[src/hdl/gbrw_pkg.sv]
`timescale 1ns / 1ps
// ----------------------------------------------------------------------------
// gbrw_pkg
// Shared types and constants for the grid block ray walk.
// ----------------------------------------------------------------------------
package gbrw_pkg;
    localparam int BLOCK_SHIFT_DEF = 23;
    localparam int FRAC_BITS       = 16;
    localparam int MAX_STEPS_DEF   = 64;

    localparam logic [31:0] FRAC_ONE    = 32'h0001_0000;
    localparam logic [31:0] SLOPE_FLAT  = 32'h0100_0000;  // 256.0
    localparam logic [31:0] SAT_POS     = 32'h7FFF_FFFF;
    localparam logic [31:0] SAT_NEG     = 32'h8000_0000;

    localparam logic [2:0] REG_ORIGIN_X = 3'd0;
    localparam logic [2:0] REG_ORIGIN_Y = 3'd4;

    typedef enum logic [3:0] {
        ST_IDLE,
        ST_PREP,
        ST_SETUP,
        ST_DIVY,
        ST_DIVX,
        ST_MULY,
        ST_MULX,
        ST_ICPT,
        ST_WALK
    } state_t;

    typedef struct packed {
        logic load;
        logic prep;
        logic setup;
        logic div_start;
        logic div_sel_x;
        logic mul_y;
        logic mul_x;
        logic icpt;
        logic step;
    } ctrl_t;

    typedef struct packed {
        logic div_done;
        logic done_blk;
        logic cap;
    } stat_t;
endpackage

[src/hdl/gbrw_div.sv]
`timescale 1ns / 1ps
// ----------------------------------------------------------------------------
// gbrw_div
// Iterative restoring divider: saturating signed 16.16 divide by a magnitude.
// ----------------------------------------------------------------------------
module gbrw_div
    import gbrw_pkg::*;
(
    input  logic        clk,
    input  logic        rst_n,
    input  logic        start,
    input  logic [31:0] num,
    input  logic [32:0] den,
    output logic        done,
    output logic [31:0] quot
);
    logic [47:0] rem_reg, rem_next;
    logic [47:0] q_reg, q_next;
    logic [47:0] dividend_reg, dividend_next;
    logic [32:0] den_reg, den_next;
    logic        neg_reg, neg_next;
    logic        sat_reg, sat_next;
    logic [5:0]  cnt_reg, cnt_next;
    logic        busy_reg, busy_next;
    logic        done_reg, done_next;
    logic [31:0] ua;
    logic [48:0] trial;

    assign ua    = num[31] ? (~num + 32'd1) : num;
    assign trial = {rem_reg, dividend_reg[47]} - {16'd0, den_reg};

    always_comb
    begin
        rem_next      = rem_reg;
        q_next        = q_reg;
        dividend_next = dividend_reg;
        den_next      = den_reg;
        neg_next      = neg_reg;
        sat_next      = sat_reg;
        cnt_next      = cnt_reg;
        busy_next     = busy_reg;
        done_next     = 1'b0;
        if (start)
        begin
            rem_next      = '0;
            q_next        = '0;
            dividend_next = {ua, 16'd0};
            den_next      = den;
            neg_next      = num[31];
            // Saturate when the quotient would not fit.
            sat_next      = ({15'd0, ua[31:14]} >= den);
            cnt_next      = 6'd48;
            busy_next     = 1'b1;
        end
        else if (busy_reg)
        begin
            if (trial[48])
            begin
                rem_next = {rem_reg[46:0], dividend_reg[47]};
                q_next   = {q_reg[46:0], 1'b0};
            end
            else
            begin
                rem_next = trial[47:0];
                q_next   = {q_reg[46:0], 1'b1};
            end
            dividend_next = {dividend_reg[46:0], 1'b0};
            cnt_next      = cnt_reg - 6'd1;
            if (cnt_reg == 6'd1)
            begin
                busy_next = 1'b0;
                done_next = 1'b1;
            end
        end
    end

    always_ff @(posedge clk or negedge rst_n)
    begin
        if (!rst_n)
        begin
            busy_reg <= 1'b0;
            done_reg <= 1'b0;
            cnt_reg  <= '0;
        end
        else
        begin
            busy_reg <= busy_next;
            done_reg <= done_next;
            cnt_reg  <= cnt_next;
        end
    end

    always_ff @(posedge clk)
    begin
        rem_reg      <= rem_next;
        q_reg        <= q_next;
        dividend_reg <= dividend_next;
        den_reg      <= den_next;
        neg_reg      <= neg_next;
        sat_reg      <= sat_next;
    end

    assign done = done_reg;
    always_comb
    begin
        if (sat_reg)
            quot = neg_reg ? SAT_NEG : SAT_POS;
        else
            quot = neg_reg ? (~q_reg[31:0] + 32'd1) : q_reg[31:0];
    end
endmodule

[src/hdl/gbrw_datapath.sv]
`timescale 1ns / 1ps
// ----------------------------------------------------------------------------
// gbrw_datapath
// Offsets, block indices, slopes, intercepts and the block stepping registers.
// ----------------------------------------------------------------------------
module gbrw_datapath
    import gbrw_pkg::*;
#(
    parameter int BLOCK_SHIFT = BLOCK_SHIFT_DEF,
    parameter int MAX_STEPS   = MAX_STEPS_DEF
)
(
    input  logic        clk,
    input  logic        rst_n,
    input  ctrl_t       ctrl,
    output stat_t       stat,
    input  logic [31:0] origin_x,
    input  logic [31:0] origin_y,
    input  logic [127:0] in_data,
    output logic [8:0]  block_col,
    output logic [8:0]  block_row
);
    localparam int B2F = BLOCK_SHIFT - FRAC_BITS;
    localparam int BW  = 32 - BLOCK_SHIFT;
    localparam int CW  = $clog2(MAX_STEPS + 1);

    logic signed [31:0] x1_reg, y1_reg, x2_reg, y2_reg;
    logic signed [31:0] dx_reg, dy_reg;
    logic signed [BW-1:0] bx1_reg, by1_reg, bx2_reg, by2_reg;
    logic signed [BW-1:0] mx_reg, my_reg;
    logic [1:0]  sx_reg, sy_reg;
    logic [16:0] px_reg, py_reg;
    logic signed [31:0] xslope_reg, yslope_reg, xicpt_reg, yicpt_reg;
    logic signed [31:0] prodx_reg, prody_reg;
    logic        div_to_x_reg;
    logic [CW-1:0] cnt_reg;
    logic signed [31:0] x1n, y1n, x1o, y1o;
    logic signed [31:0] fx, fy;
    logic [31:0] div_num;
    logic [32:0] div_den, magx, magy;
    logic [31:0] div_q;
    logic        div_done;
    logic signed [49:0] mul_full;
    logic signed [17:0] mul_a;
    logic signed [31:0] mul_b;
    logic signed [BW-1:0] step_x, step_y;

    assign x1o = $signed(in_data[31:0]) - $signed(origin_x);
    assign y1o = $signed(in_data[63:32]) - $signed(origin_y);
    assign x1n = (x1o[BLOCK_SHIFT-1:0] == '0) ? x1o + $signed(FRAC_ONE) : x1o;
    assign y1n = (y1o[BLOCK_SHIFT-1:0] == '0) ? y1o + $signed(FRAC_ONE) : y1o;
    assign fx  = x1_reg >>> B2F;
    assign fy  = y1_reg >>> B2F;
    assign magx = dx_reg[31] ? (33'd0 - {1'b1, dx_reg}) : {1'b0, dx_reg};
    assign magy = dy_reg[31] ? (33'd0 - {1'b1, dy_reg}) : {1'b0, dy_reg};
    assign div_num = ctrl.div_sel_x ? dx_reg : dy_reg;
    assign div_den = ctrl.div_sel_x ? magy : magx;

    gbrw_div u_div (
        .clk   (clk),
        .rst_n (rst_n),
        .start (ctrl.div_start),
        .num   (div_num),
        .den   (div_den),
        .done  (div_done),
        .quot  (div_q)
    );

    // The partial distance reaches 1.0, so it enters the product zero-extended.
    assign mul_a    = ctrl.mul_y ? $signed({1'b0, px_reg}) : $signed({1'b0, py_reg});
    assign mul_b    = ctrl.mul_y ? yslope_reg : xslope_reg;
    assign mul_full = mul_a * mul_b;
    assign step_x = (sx_reg == 2'b01) ? BW'(1) : ((sx_reg == 2'b11) ? '1 : '0);
    assign step_y = (sy_reg == 2'b01) ? BW'(1) : ((sy_reg == 2'b11) ? '1 : '0);

    always_ff @(posedge clk)
    begin
        if (ctrl.load)
        begin
            x1_reg <= x1n;
            y1_reg <= y1n;
            x2_reg <= $signed(in_data[95:64]) - $signed(origin_x);
            y2_reg <= $signed(in_data[127:96]) - $signed(origin_y);
        end
        if (ctrl.prep)
        begin
            dx_reg  <= x2_reg - x1_reg;
            dy_reg  <= y2_reg - y1_reg;
            bx1_reg <= BW'(x1_reg >>> BLOCK_SHIFT);
            by1_reg <= BW'(y1_reg >>> BLOCK_SHIFT);
            bx2_reg <= BW'(x2_reg >>> BLOCK_SHIFT);
            by2_reg <= BW'(y2_reg >>> BLOCK_SHIFT);
        end
        if (ctrl.setup)
        begin
            mx_reg <= bx1_reg;
            my_reg <= by1_reg;
            if (bx2_reg > bx1_reg)
            begin
                sx_reg <= 2'b01;
                px_reg <= 17'h10000 - {1'b0, fx[15:0]};
            end
            else if (bx2_reg < bx1_reg)
            begin
                sx_reg <= 2'b11;
                px_reg <= {1'b0, fx[15:0]};
            end
            else
            begin
                sx_reg <= 2'b00;
                px_reg <= 17'h10000;
                yslope_reg <= SLOPE_FLAT;
            end
            if (by2_reg > by1_reg)
            begin
                sy_reg <= 2'b01;
                py_reg <= 17'h10000 - {1'b0, fy[15:0]};
            end
            else if (by2_reg < by1_reg)
            begin
                sy_reg <= 2'b11;
                py_reg <= {1'b0, fy[15:0]};
            end
            else
            begin
                sy_reg <= 2'b00;
                py_reg <= 17'h10000;
                xslope_reg <= SLOPE_FLAT;
            end
        end
        // The second divide starts in the cycle the first one finishes, so the
        // destination is remembered from the start of each divide.
        if (ctrl.div_start)
            div_to_x_reg <= ctrl.div_sel_x;
        if (div_done)
        begin
            if (div_to_x_reg)
            begin
                if (sy_reg != 2'b00)
                    xslope_reg <= div_q;
            end
            else if (sx_reg != 2'b00)
                yslope_reg <= div_q;
        end
        if (ctrl.mul_y)
            prody_reg <= 32'(mul_full >>> 16);
        if (ctrl.mul_x)
            prodx_reg <= 32'(mul_full >>> 16);
        if (ctrl.icpt)
        begin
            yicpt_reg <= fy + prody_reg;
            xicpt_reg <= fx + prodx_reg;
        end
        if (ctrl.step)
        begin
            if ($signed(yicpt_reg >>> 16) == 32'(my_reg))
            begin
                yicpt_reg <= yicpt_reg + yslope_reg;
                mx_reg    <= mx_reg + step_x;
            end
            else if ($signed(xicpt_reg >>> 16) == 32'(mx_reg))
            begin
                xicpt_reg <= xicpt_reg + xslope_reg;
                my_reg    <= my_reg + step_y;
            end
        end
    end

    always_ff @(posedge clk or negedge rst_n)
    begin
        if (!rst_n)
            cnt_reg <= '0;
        else if (ctrl.icpt)
            cnt_reg <= CW'(1);
        else if (ctrl.step)
            cnt_reg <= cnt_reg + CW'(1);
    end

    assign stat.div_done = div_done;
    assign stat.done_blk = (mx_reg == bx2_reg) && (my_reg == by2_reg);
    assign stat.cap      = (cnt_reg == CW'(MAX_STEPS));
    assign block_col = 9'(mx_reg);
    assign block_row = 9'(my_reg);
endmodule

[src/hdl/gbrw_ctrl.sv]
`timescale 1ns / 1ps
// ----------------------------------------------------------------------------
// gbrw_ctrl
// Sequencer: load, prep, setup, two divides, two multiplies, intercepts, then the block walk.
// ----------------------------------------------------------------------------
module gbrw_ctrl
    import gbrw_pkg::*;
(
    input  logic  clk,
    input  logic  rst_n,
    input  logic  in_fire,
    input  logic  out_ready,
    input  stat_t stat,
    output ctrl_t ctrl,
    output logic  in_ready,
    output logic  out_valid,
    output logic  out_last
);
    state_t state_reg, state_next;
    logic   out_fire;

    assign out_fire = out_valid && out_ready;

    always_ff @(posedge clk or negedge rst_n)
    begin
        if (!rst_n)
            state_reg <= ST_IDLE;
        else
            state_reg <= state_next;
    end

    always_comb
    begin
        state_next = state_reg;
        ctrl       = '0;
        in_ready   = 1'b0;
        out_valid  = 1'b0;
        out_last   = stat.done_blk || stat.cap;
        case (state_reg)
            ST_IDLE:
            begin
                in_ready  = 1'b1;
                ctrl.load = in_fire;
                if (in_fire)
                    state_next = ST_PREP;
            end
            ST_PREP:
            begin
                ctrl.prep  = 1'b1;
                state_next = ST_SETUP;
            end
            ST_SETUP:
            begin
                ctrl.setup     = 1'b1;
                ctrl.div_start = 1'b1;
                state_next     = ST_DIVY;
            end
            ST_DIVY:
            begin
                if (stat.div_done)
                begin
                    ctrl.div_start = 1'b1;
                    ctrl.div_sel_x = 1'b1;
                    state_next     = ST_DIVX;
                end
            end
            ST_DIVX:
            begin
                ctrl.div_sel_x = 1'b1;
                if (stat.div_done)
                    state_next = ST_MULY;
            end
            ST_MULY:
            begin
                ctrl.mul_y = 1'b1;
                state_next = ST_MULX;
            end
            ST_MULX:
            begin
                ctrl.mul_x = 1'b1;
                state_next = ST_ICPT;
            end
            ST_ICPT:
            begin
                ctrl.icpt  = 1'b1;
                state_next = ST_WALK;
            end
            ST_WALK:
            begin
                out_valid = 1'b1;
                if (out_fire)
                begin
                    if (out_last)
                        state_next = ST_IDLE;
                    else
                        ctrl.step = 1'b1;
                end
            end
            default:
                state_next = ST_IDLE;
        endcase
    end

    a_no_in_busy: assert property (@(posedge clk) disable iff (!rst_n)
        in_ready |-> !out_valid) else $error("input taken during walk");
    a_last_idle: assert property (@(posedge clk) disable iff (!rst_n)
        (out_fire && out_last) |=> state_reg == ST_IDLE) else $error("walk did not end");
    a_step_walk: assert property (@(posedge clk) disable iff (!rst_n)
        ctrl.step |-> state_reg == ST_WALK) else $error("step outside walk");
endmodule

[src/hdl/grid_block_ray_walk_top.sv]
`timescale 1ns / 1ps
// ----------------------------------------------------------------------------
// grid_block_ray_walk_top
// Walks a segment across a block grid and streams out each visited block.
// ----------------------------------------------------------------------------
// Channel   Dir  Content
// s_axis    in   start_x, start_y, end_x, end_y (128 bits)
// m_axis    out  block_col, block_row; tlast marks the final block
// apb       cfg  origin_x at 0x0, origin_y at 0x4
//
// One segment goes through prep and setup, two serial divides (48 steps each),
// two multiplies and the intercept step, then the walk emits one block per
// cycle while the output does not stall (up to MAX_STEPS blocks). The next
// segment is taken only after the last block. The serial divider sets the
// setup time. Reset clears the sequencer and origins; output stalls hold the
// walk.
// ----------------------------------------------------------------------------
module grid_block_ray_walk_top
    import gbrw_pkg::*;
#(
    parameter int BLOCK_SHIFT = BLOCK_SHIFT_DEF,
    parameter int MAX_STEPS   = MAX_STEPS_DEF
)
(
    input  logic         clk,
    input  logic         rst_n,
    input  logic         s_axis_tvalid,
    output logic         s_axis_tready,
    input  logic [127:0] s_axis_tdata,   // start_x, start_y, end_x, end_y
    output logic         m_axis_tvalid,
    input  logic         m_axis_tready,
    output logic [23:0]  m_axis_tdata,   // block_col, block_row, zero fill
    output logic         m_axis_tlast,
    input  logic         psel,
    input  logic         penable,
    input  logic         pwrite,
    input  logic [2:0]   paddr,
    input  logic [31:0]  pwdata,
    output logic [31:0]  prdata,
    output logic         pready
);
    logic [31:0] origin_x_reg, origin_y_reg;
    ctrl_t ctrl;
    stat_t stat;
    logic [8:0] block_col, block_row;

    assign pready = 1'b1;

    always_ff @(posedge clk or negedge rst_n)
    begin
        if (!rst_n)
        begin
            origin_x_reg <= '0;
            origin_y_reg <= '0;
        end
        else if (psel && penable && pwrite)
        begin
            if (paddr == REG_ORIGIN_X)
                origin_x_reg <= pwdata;
            else if (paddr == REG_ORIGIN_Y)
                origin_y_reg <= pwdata;
        end
    end

    always_comb
    begin
        if (paddr == REG_ORIGIN_X)
            prdata = origin_x_reg;
        else if (paddr == REG_ORIGIN_Y)
            prdata = origin_y_reg;
        else
            prdata = '0;
    end

    gbrw_ctrl u_ctrl (
        .clk       (clk),
        .rst_n     (rst_n),
        .in_fire   (s_axis_tvalid && s_axis_tready),
        .out_ready (m_axis_tready),
        .stat      (stat),
        .ctrl      (ctrl),
        .in_ready  (s_axis_tready),
        .out_valid (m_axis_tvalid),
        .out_last  (m_axis_tlast)
    );

    gbrw_datapath #(
        .BLOCK_SHIFT (BLOCK_SHIFT),
        .MAX_STEPS   (MAX_STEPS)
    ) u_dp (
        .clk       (clk),
        .rst_n     (rst_n),
        .ctrl      (ctrl),
        .stat      (stat),
        .origin_x  (origin_x_reg),
        .origin_y  (origin_y_reg),
        .in_data   (s_axis_tdata),
        .block_col (block_col),
        .block_row (block_row)
    );

    assign m_axis_tdata = {6'd0, block_row, block_col};
endmodule

[config.mk]
export PLATFORM = sky130hd
export DESIGN_NAME = grid_block_ray_walk_top
export DESIGN_NICKNAME = d
export VERILOG_FILES = /design/src/hdl/gbrw_pkg.sv /design/src/hdl/gbrw_div.sv /design/src/hdl/gbrw_datapath.sv /design/src/hdl/gbrw_ctrl.sv /design/src/hdl/grid_block_ray_walk_top.sv
export SDC_FILE = /design/constraint.sdc
export NUM_CORES = 2
export LEC_CHECK = 0
export BUFFER_PORTS_ARGS = -buffer_cell sky130_fd_sc_hd__buf_2
export CAP_MARGIN = 0
export CELL_PAD_IN_SITES_DETAIL_PLACEMENT = 2
export CELL_PAD_IN_SITES_GLOBAL_PLACEMENT = 2
export CORE_ASPECT_RATIO = 1.5
export CORE_UTILIZATION = 37
export DETAILED_ROUTE_END_ITERATION = 7
export MAX_ROUTING_LAYER = met4
export PLACE_DENSITY_LB_ADDON = 0.1
export SYNTH_ARGS = -nofsm -noshare
export SYNTH_HDL_FRONTEND = slang
export SYNTH_SLANG_ARGS = --single-unit
[constraint.sdc]
create_clock -name clk -period 9 [get_ports clk]
set_input_delay 1.8 -clock clk [delete_from_list [all_inputs] [get_ports clk]]
set_output_delay 1.8 -clock clk [all_outputs]
set_load 0.01 [all_outputs]
Word-level counts from Yosys, hierarchy flattened
Cells that the tools add are included.
{ "totals": {"ff_bits": 707, "latch_bits": 0, "ram_bits": 0, "mem_bits_ro": 0, "input_bits": 170, "output_inout_bits": 60, "wordCells": 193, "mem_count": 0} }
{ "classes": {"add_sub_neg": 23, "n_mul": 1, "div_mod_pow": 0, "n_lt_le_gt_ge": 5, "eq_ne": 24, "n_shift": 0, "muxes": 84, "n_bitwise": 3, "reduce_logical": 17} }
{ "ops": {"columns": ["op", "n"], "rows": [
  ["2-to-1 mux 32 bit", 29],
  ["subtractor 32 bit", 6],
  ["2-to-1 mux 48 bit", 3],
  ["2-to-1 mux 33 bit", 3],
  ["2-to-1 mux 9 bit", 11],
  ["2-to-1 mux 17 bit", 5],
  ["subtractor 1 x 33 -> 33 bit, first input constant", 2],
  ["adder 25 x 32 -> 32 bit", 2],
  ["adder 32 x 1 -> 32 bit, second input constant", 2],
  ["adder 32 x 18 -> 32 bit, second input constant", 2],
  ["adder 32 bit", 2],
  ["inverter 32 bit", 2],
  ["subtractor 49 x 33 -> 49 bit", 1],
  ["multiplier 18 x 32 -> 48 bit", 1],
  ["zero test 23 bit", 2],
  ["case mux 4 bit (9 select lines)", 1],
  ["subtractor 17 x 16 -> 17 bit, first input constant", 2],
  ["greater-or-equal comparator 18 x 33 -> 1 bit", 1],
  ["== test 16 x 9 -> 1 bit", 2],
  ["2-to-1 mux 4 bit", 5],
  ["adder 9 bit", 2],
  ["== test 9 bit", 2],
  ["> comparator 9 bit", 2],
  ["less-than comparator 9 bit", 2],
  ["27 further kinds", 65]
]} }

Depth between registers and ports, before layout
{ "logic_depth": {"ltp_word": 8, "depth_mapped": 33, "mapped_depth_nobuf": 30} }

Hierarchy
A second synthesis with hierarchy kept.
{ "unflattened": {"hier_cells": 7318, "hier_area_um2": 66561.3} }
{ "modules_own_cells": {"columns": ["mod", "instances", "cells_per_inst", "area_per_inst_um2", "seq_area_each_um2"], "rows": [
  ["gbrw_datapath", 1, 5911, 53129.7, 13037.5],
  ["gbrw_div", 1, 1173, 10118.5, 3813.7],
  ["grid_block_ray_walk_top", 1, 189, 2939.1, 1601.5],
  ["gbrw_ctrl", 1, 45, 374.1, 100.1]
]} }

Least setup slack after synthesis
OpenSTA, ideal clock, no wires.
{ "synth_timing": {"path_kind": "flip-flop to flip-flop", "startpoint": "reg u_ctrl.state_reg[3]", "endpoint": "reg u_dp.prodx_reg[31] (data pin)", "setup_ns": 0.264, "arrival_time_ns": 9.220, "required_time_ns": 8.736, "setup_slack_ns": -0.484, "path_stages_with_launch": 31, "n_path_buf": 4, "period_less_slack_ns": 9.484, "cell_sequence": "dfrtp_1 > clkbuf_1 > nand2b_1 > nor2_1 > clkbuf_1 > clkbuf_1 > buf_1 > mux2i_1 > nor2_1 > fa_1 > inv_1 > fa_1 > fa_1 > inv_1 > fa_1 > fa_1 > inv_1 > fa_1 > inv_1 > ha_1 > a21o_1 > a21o_1 > a21oi_1 > o21ai_0 > a21o_1 > a221oi_1 > nor3b_1 > a311oi_1 > a21oi_1 > a21oi_1 > xnor2_1"} }
{ "synth_between": {"elab_chain_cells": 4, "word_cells_on_any_way": 5, "cone_classes": "mul (1); eq/ne (1); mux (3)"} }
{ "synth_lines": {"columns": ["element", "line", "source"], "rows": [
  ["from (decl)", "gbrw_ctrl.sv:19", "state_t state_reg, state_next;"],
  ["from (signal assigned)", "gbrw_ctrl.sv:29", "state_reg <= state_next;"],
  ["== test 4 x 3 -> 1 bit *", "gbrw_ctrl.sv:39", "case (state_reg)"],
  ["2-to-1 mux 1 bit *", "gbrw_ctrl.sv:39", null],
  ["2-to-1 mux 17 bit / 2-to-1 mux 32 bit (equally long branches)", "gbrw_datapath.sv:70, gbrw_datapath.sv:71", null],
  ["multiplier 18 x 32 -> 48 bit *", "gbrw_datapath.sv:72", "assign mul_full = mul_a * mul_b;"],
  ["named net u_dp.mul_full[47]", "gbrw_datapath.sv:43", "logic signed [49:0] mul_full;"],
  ["to (signal assigned)", "gbrw_datapath.sv:148", "prodx_reg <= 32'(mul_full >>> 16);"],
  ["to (decl)", "gbrw_datapath.sv:34", "logic signed [31:0] prodx_reg, prody_reg;"]
]} }
Mark *: on every way through the listed nets, which the timed path passes. The rest lies on a longest branch.
A chain may end at the register's enable or synchronous reset.

Worst setup path after layout
{ "layout_timing": {"startpoint": "reg u_ctrl.state_reg[1]", "endpoint": "reg u_dp.prody_reg[31] (data pin)"} }
{ "layout_between": {"elab_chain_cells": 4, "word_cells_on_any_way": 5, "cone_classes": "mul (1); eq/ne (1); mux (3)"} }
{ "layout_lines": {"columns": ["element", "line", "source"], "rows": [
  ["== test 4 x 3 -> 1 bit *", "gbrw_ctrl.sv:39", null],
  ["2-to-1 mux 1 bit *", "gbrw_ctrl.sv:39", null],
  ["2-to-1 mux 17 bit / 2-to-1 mux 32 bit (equally long branches)", "gbrw_datapath.sv:70, gbrw_datapath.sv:71", null],
  ["multiplier 18 x 32 -> 48 bit *", "gbrw_datapath.sv:72", null],
  ["named net u_dp.mul_full[47]", "gbrw_datapath.sv:43", null],
  ["to (signal assigned)", "gbrw_datapath.sv:146", "prody_reg <= 32'(mul_full >>> 16);"],
  ["to (decl)", "gbrw_datapath.sv:34", null]
]} }
Marked as above.

==> impl_metrics.toml <==
[status]
status = "completed"

[global_routing]
grt_max_degree = 82
antenna_found_initial = 25
overflow = 0
grt_pass1_vias = 62240
grtUsageTotal_pct = 30.05
grt_first_pass_wirelength_um = 391400

[timing]
setup_ws_ns = 0.4103
finalHoldViolCount = 0
finalCritPeriodShare_pct = 95.44
fin_crit_ns = 8.590
worstMarginPinSlew_ns = 1.307
tns_ns = 0
drv_slew = 0
relSlewSlack_pct = 12.09
finalClockSkew_ns = 0.04371
rsz0062_at_grt = "no"
fmax_ghz = 0.1164
setup_viol_count_final = 0

[synthesis]
yosysSeqAreaShare_pct = 28.33
synth_cell_types = 84
yosys.area_share.xor_xnor_pct = 6.379
synth_top_family_by_area = "adder cells"
synth_mux_area_share_pct = 3.173
synth-simple-area-share_pct = 14.38
synth_compound_area_share_pct = 15.10
synth_warnings = 0
syn_area_sq_um = 65490
synth-async-reset-ratio_pct = 11.74
ys_ff_latch = 707
synth_edf_count = 398
syn_inst = 7284
yosys_most_used_dff = "edfxtp_1"
syn_avg_cell_area_sq_um = 8.991
synthAdderAreaFrac_pct = 25.81

[final_layout]
syn_to_final_growth_pct = 11.14
layout-drive-gt1-share_pct = 8.399
multi_input_area_sq_um = 42700
nets = 8714
design_area_sq_um = 72780
n_fill_cell = 19360
fin_cells = 9869
largest_reg_flops = 48
seqCellArea_sq_um = 18560

[worst_setup_path]
reg2reg_to = "u_dp.prody_reg[31]"
cp.arrival_ns = 8.99
cp.required_ns = 9.40
slowest_delay_ns = 0.59
cp-end-kind = "flip-flop"
start_kind = "flip-flop"
path_class = "reg -> reg"
worstPathMaxFanout = 24
cp-startpoint = "u_ctrl.state_reg[1]"
endpoint = "u_dp.prody_reg[31]"
reg2reg_from = "u_ctrl.state_reg[1]"
rrSetupSlack_ns = 0.41
r2r_cells = 34
slowest_stage = "fa_1"

[run]
cap_viol_max_count = 0

[drt]
drc_errors = 0
drt_iter0_drc = 2294
wire_per_inst_um = 26.46
via_per_inst = 5.543
drt_pass1_iterations = 5
routed_wl_um = 261100
antenna_left = 0
via_count = 54700

[clock_network]
cts_tree = "built"
hold_buffers = 0
clk_path_buf_depth = 3
htree_levels = 3
cts_buffers = 80
cts_sinks = 707
cts_root_buf = "clkbuf_16"
insertion_delay_ns = 0.71
clk_pin_slew_ns = 0.07

[die]
ios = 230
initial_utilization_pct = 37.37
die_area_sq_um = 178700
die_x_um = 345.5
num_rows = 188
core_sq_um = 175200
die_h_um = 517.3

[placement]
hpwl_um = 218700
portBuffers = 222
place_congestion = 0.9528
place_ws_ns = 0.1795
placed_cells = 9697
dpl-instance-area_sq_um = 69850

[hold_path]
hp-class = "reg -> reg"
==> critical path: cells and delay by family (launching register included) <==
kind	cells	cell delay, ns
muxes	1	0.25
and+or+nand+nor	4	0.44
adders and majority gates	7	3.43
AOI/OAI and AO/OA	9	2.03
DFF	1	0.38
xor gates and xnor gates	1	0.11
buffers and inverters	12	1.61
==> worst min path at each step <==
| stage | startpoint | end | cells past startpoint |
|---|---|---|---|
| floorplan | u_dp.x2_reg[23] | u_dp.bx2_reg[0] | 0 |
| global placement | u_dp.x2_reg[27] | u_dp.bx2_reg[4] | 0 |
| detailed placement | u_dp.x2_reg[27] | u_dp.bx2_reg[4] | 0 |
| CTS | u_dp.y2_reg[28] | u_dp.by2_reg[5] | 0 |
| global route | u_dp.y2_reg[28] | u_dp.by2_reg[5] | 0 |
| finish | u_dp.y2_reg[28] | u_dp.by2_reg[5] | 0 |
==> layout by cell type, fill, tap and decap left out, drive strengths merged, types with 45 or more instances in the layout <==
cell type and n:
a21oi 424, inv 945, mux2 61, nand3 70, dfxtp 226, nand2b 74
nand4 46, xnor2 285, nor3 115, clkbuf 102, o31ai 45, or3 60
a22o 50, o21ai 465, nor2b 84, fa 520, o21a 76, dfrtp 83
a21o 152, nor2 768, mux2i 139, a31oi 51, xor2 192, ha 519
buf 372, a211oi 72, edfxtp 398, nor4 47, nand2 691
==> through the flow <==
stage                     hold WS [ns]  utilization (%)
after global placement          0.4453            39.86
after CTS                       0.4786            41.45
final                           0.4746            41.53
after detailed placement        0.4444            39.86
after global routing            0.4859            41.53
after floorplan                 0.4334                -
==> metal layers <==
layer	track usage [%]	vias up	share of wire (%)
li1	-	25100	-
met1	32.37	28230	39
met2	55.24	932	53
met3	2.708	433	2.7
met4	14.56	0	5.7
met5	-	-	0
==> cells in the mapped netlist, drive strengths merged, types with 74 or more instances <==
master	number	area share, %
a21oi	424	3.2
o21a	76	0.87
nor2b	84	0.80
mux2i	139	2.1
dfrtp	83	3.2
nand2b	74	0.71
nand2	691	4.0
xnor2	285	3.8
xor2	192	2.6
o21ai	465	3.6
edfxtp	398	18
dfxtp	226	6.9
nor2	768	4.4
a21o	152	1.7
ha	519	9.9
nor3	115	0.88
inv	941	5.4
fa	520	16
clkbuf	198	1.1
==> layout make-up <==
class,instances,area share (%)
multi-input cells,5402,58.66
flip-flops and latches,707,25.50
inverters,942,4.861
well taps,2280,3.919
repair buffers,372,3.180
clock buffers,102,3.024
clock inverters,47,0.7994
diodes,17,0.05845
==> cells by family after synthesis <==
family          after synthesis
simple gates               2100
compound gates             1578
buf+inv                    1181
fa+ha+maj                  1039
flops                       707
xor+xnor                    477
mux                         200
other cells                   2
==> repair_timing <==
item	in CTS	in global routing
resized for setup	0	8
setup endpoints to repair	0	14
hold endpoints to repair	0	0
buffers inserted	0	6
Power is not shown: default switching activity piles up to over one toggle a cycle in this logic, so the estimate is an artifact.
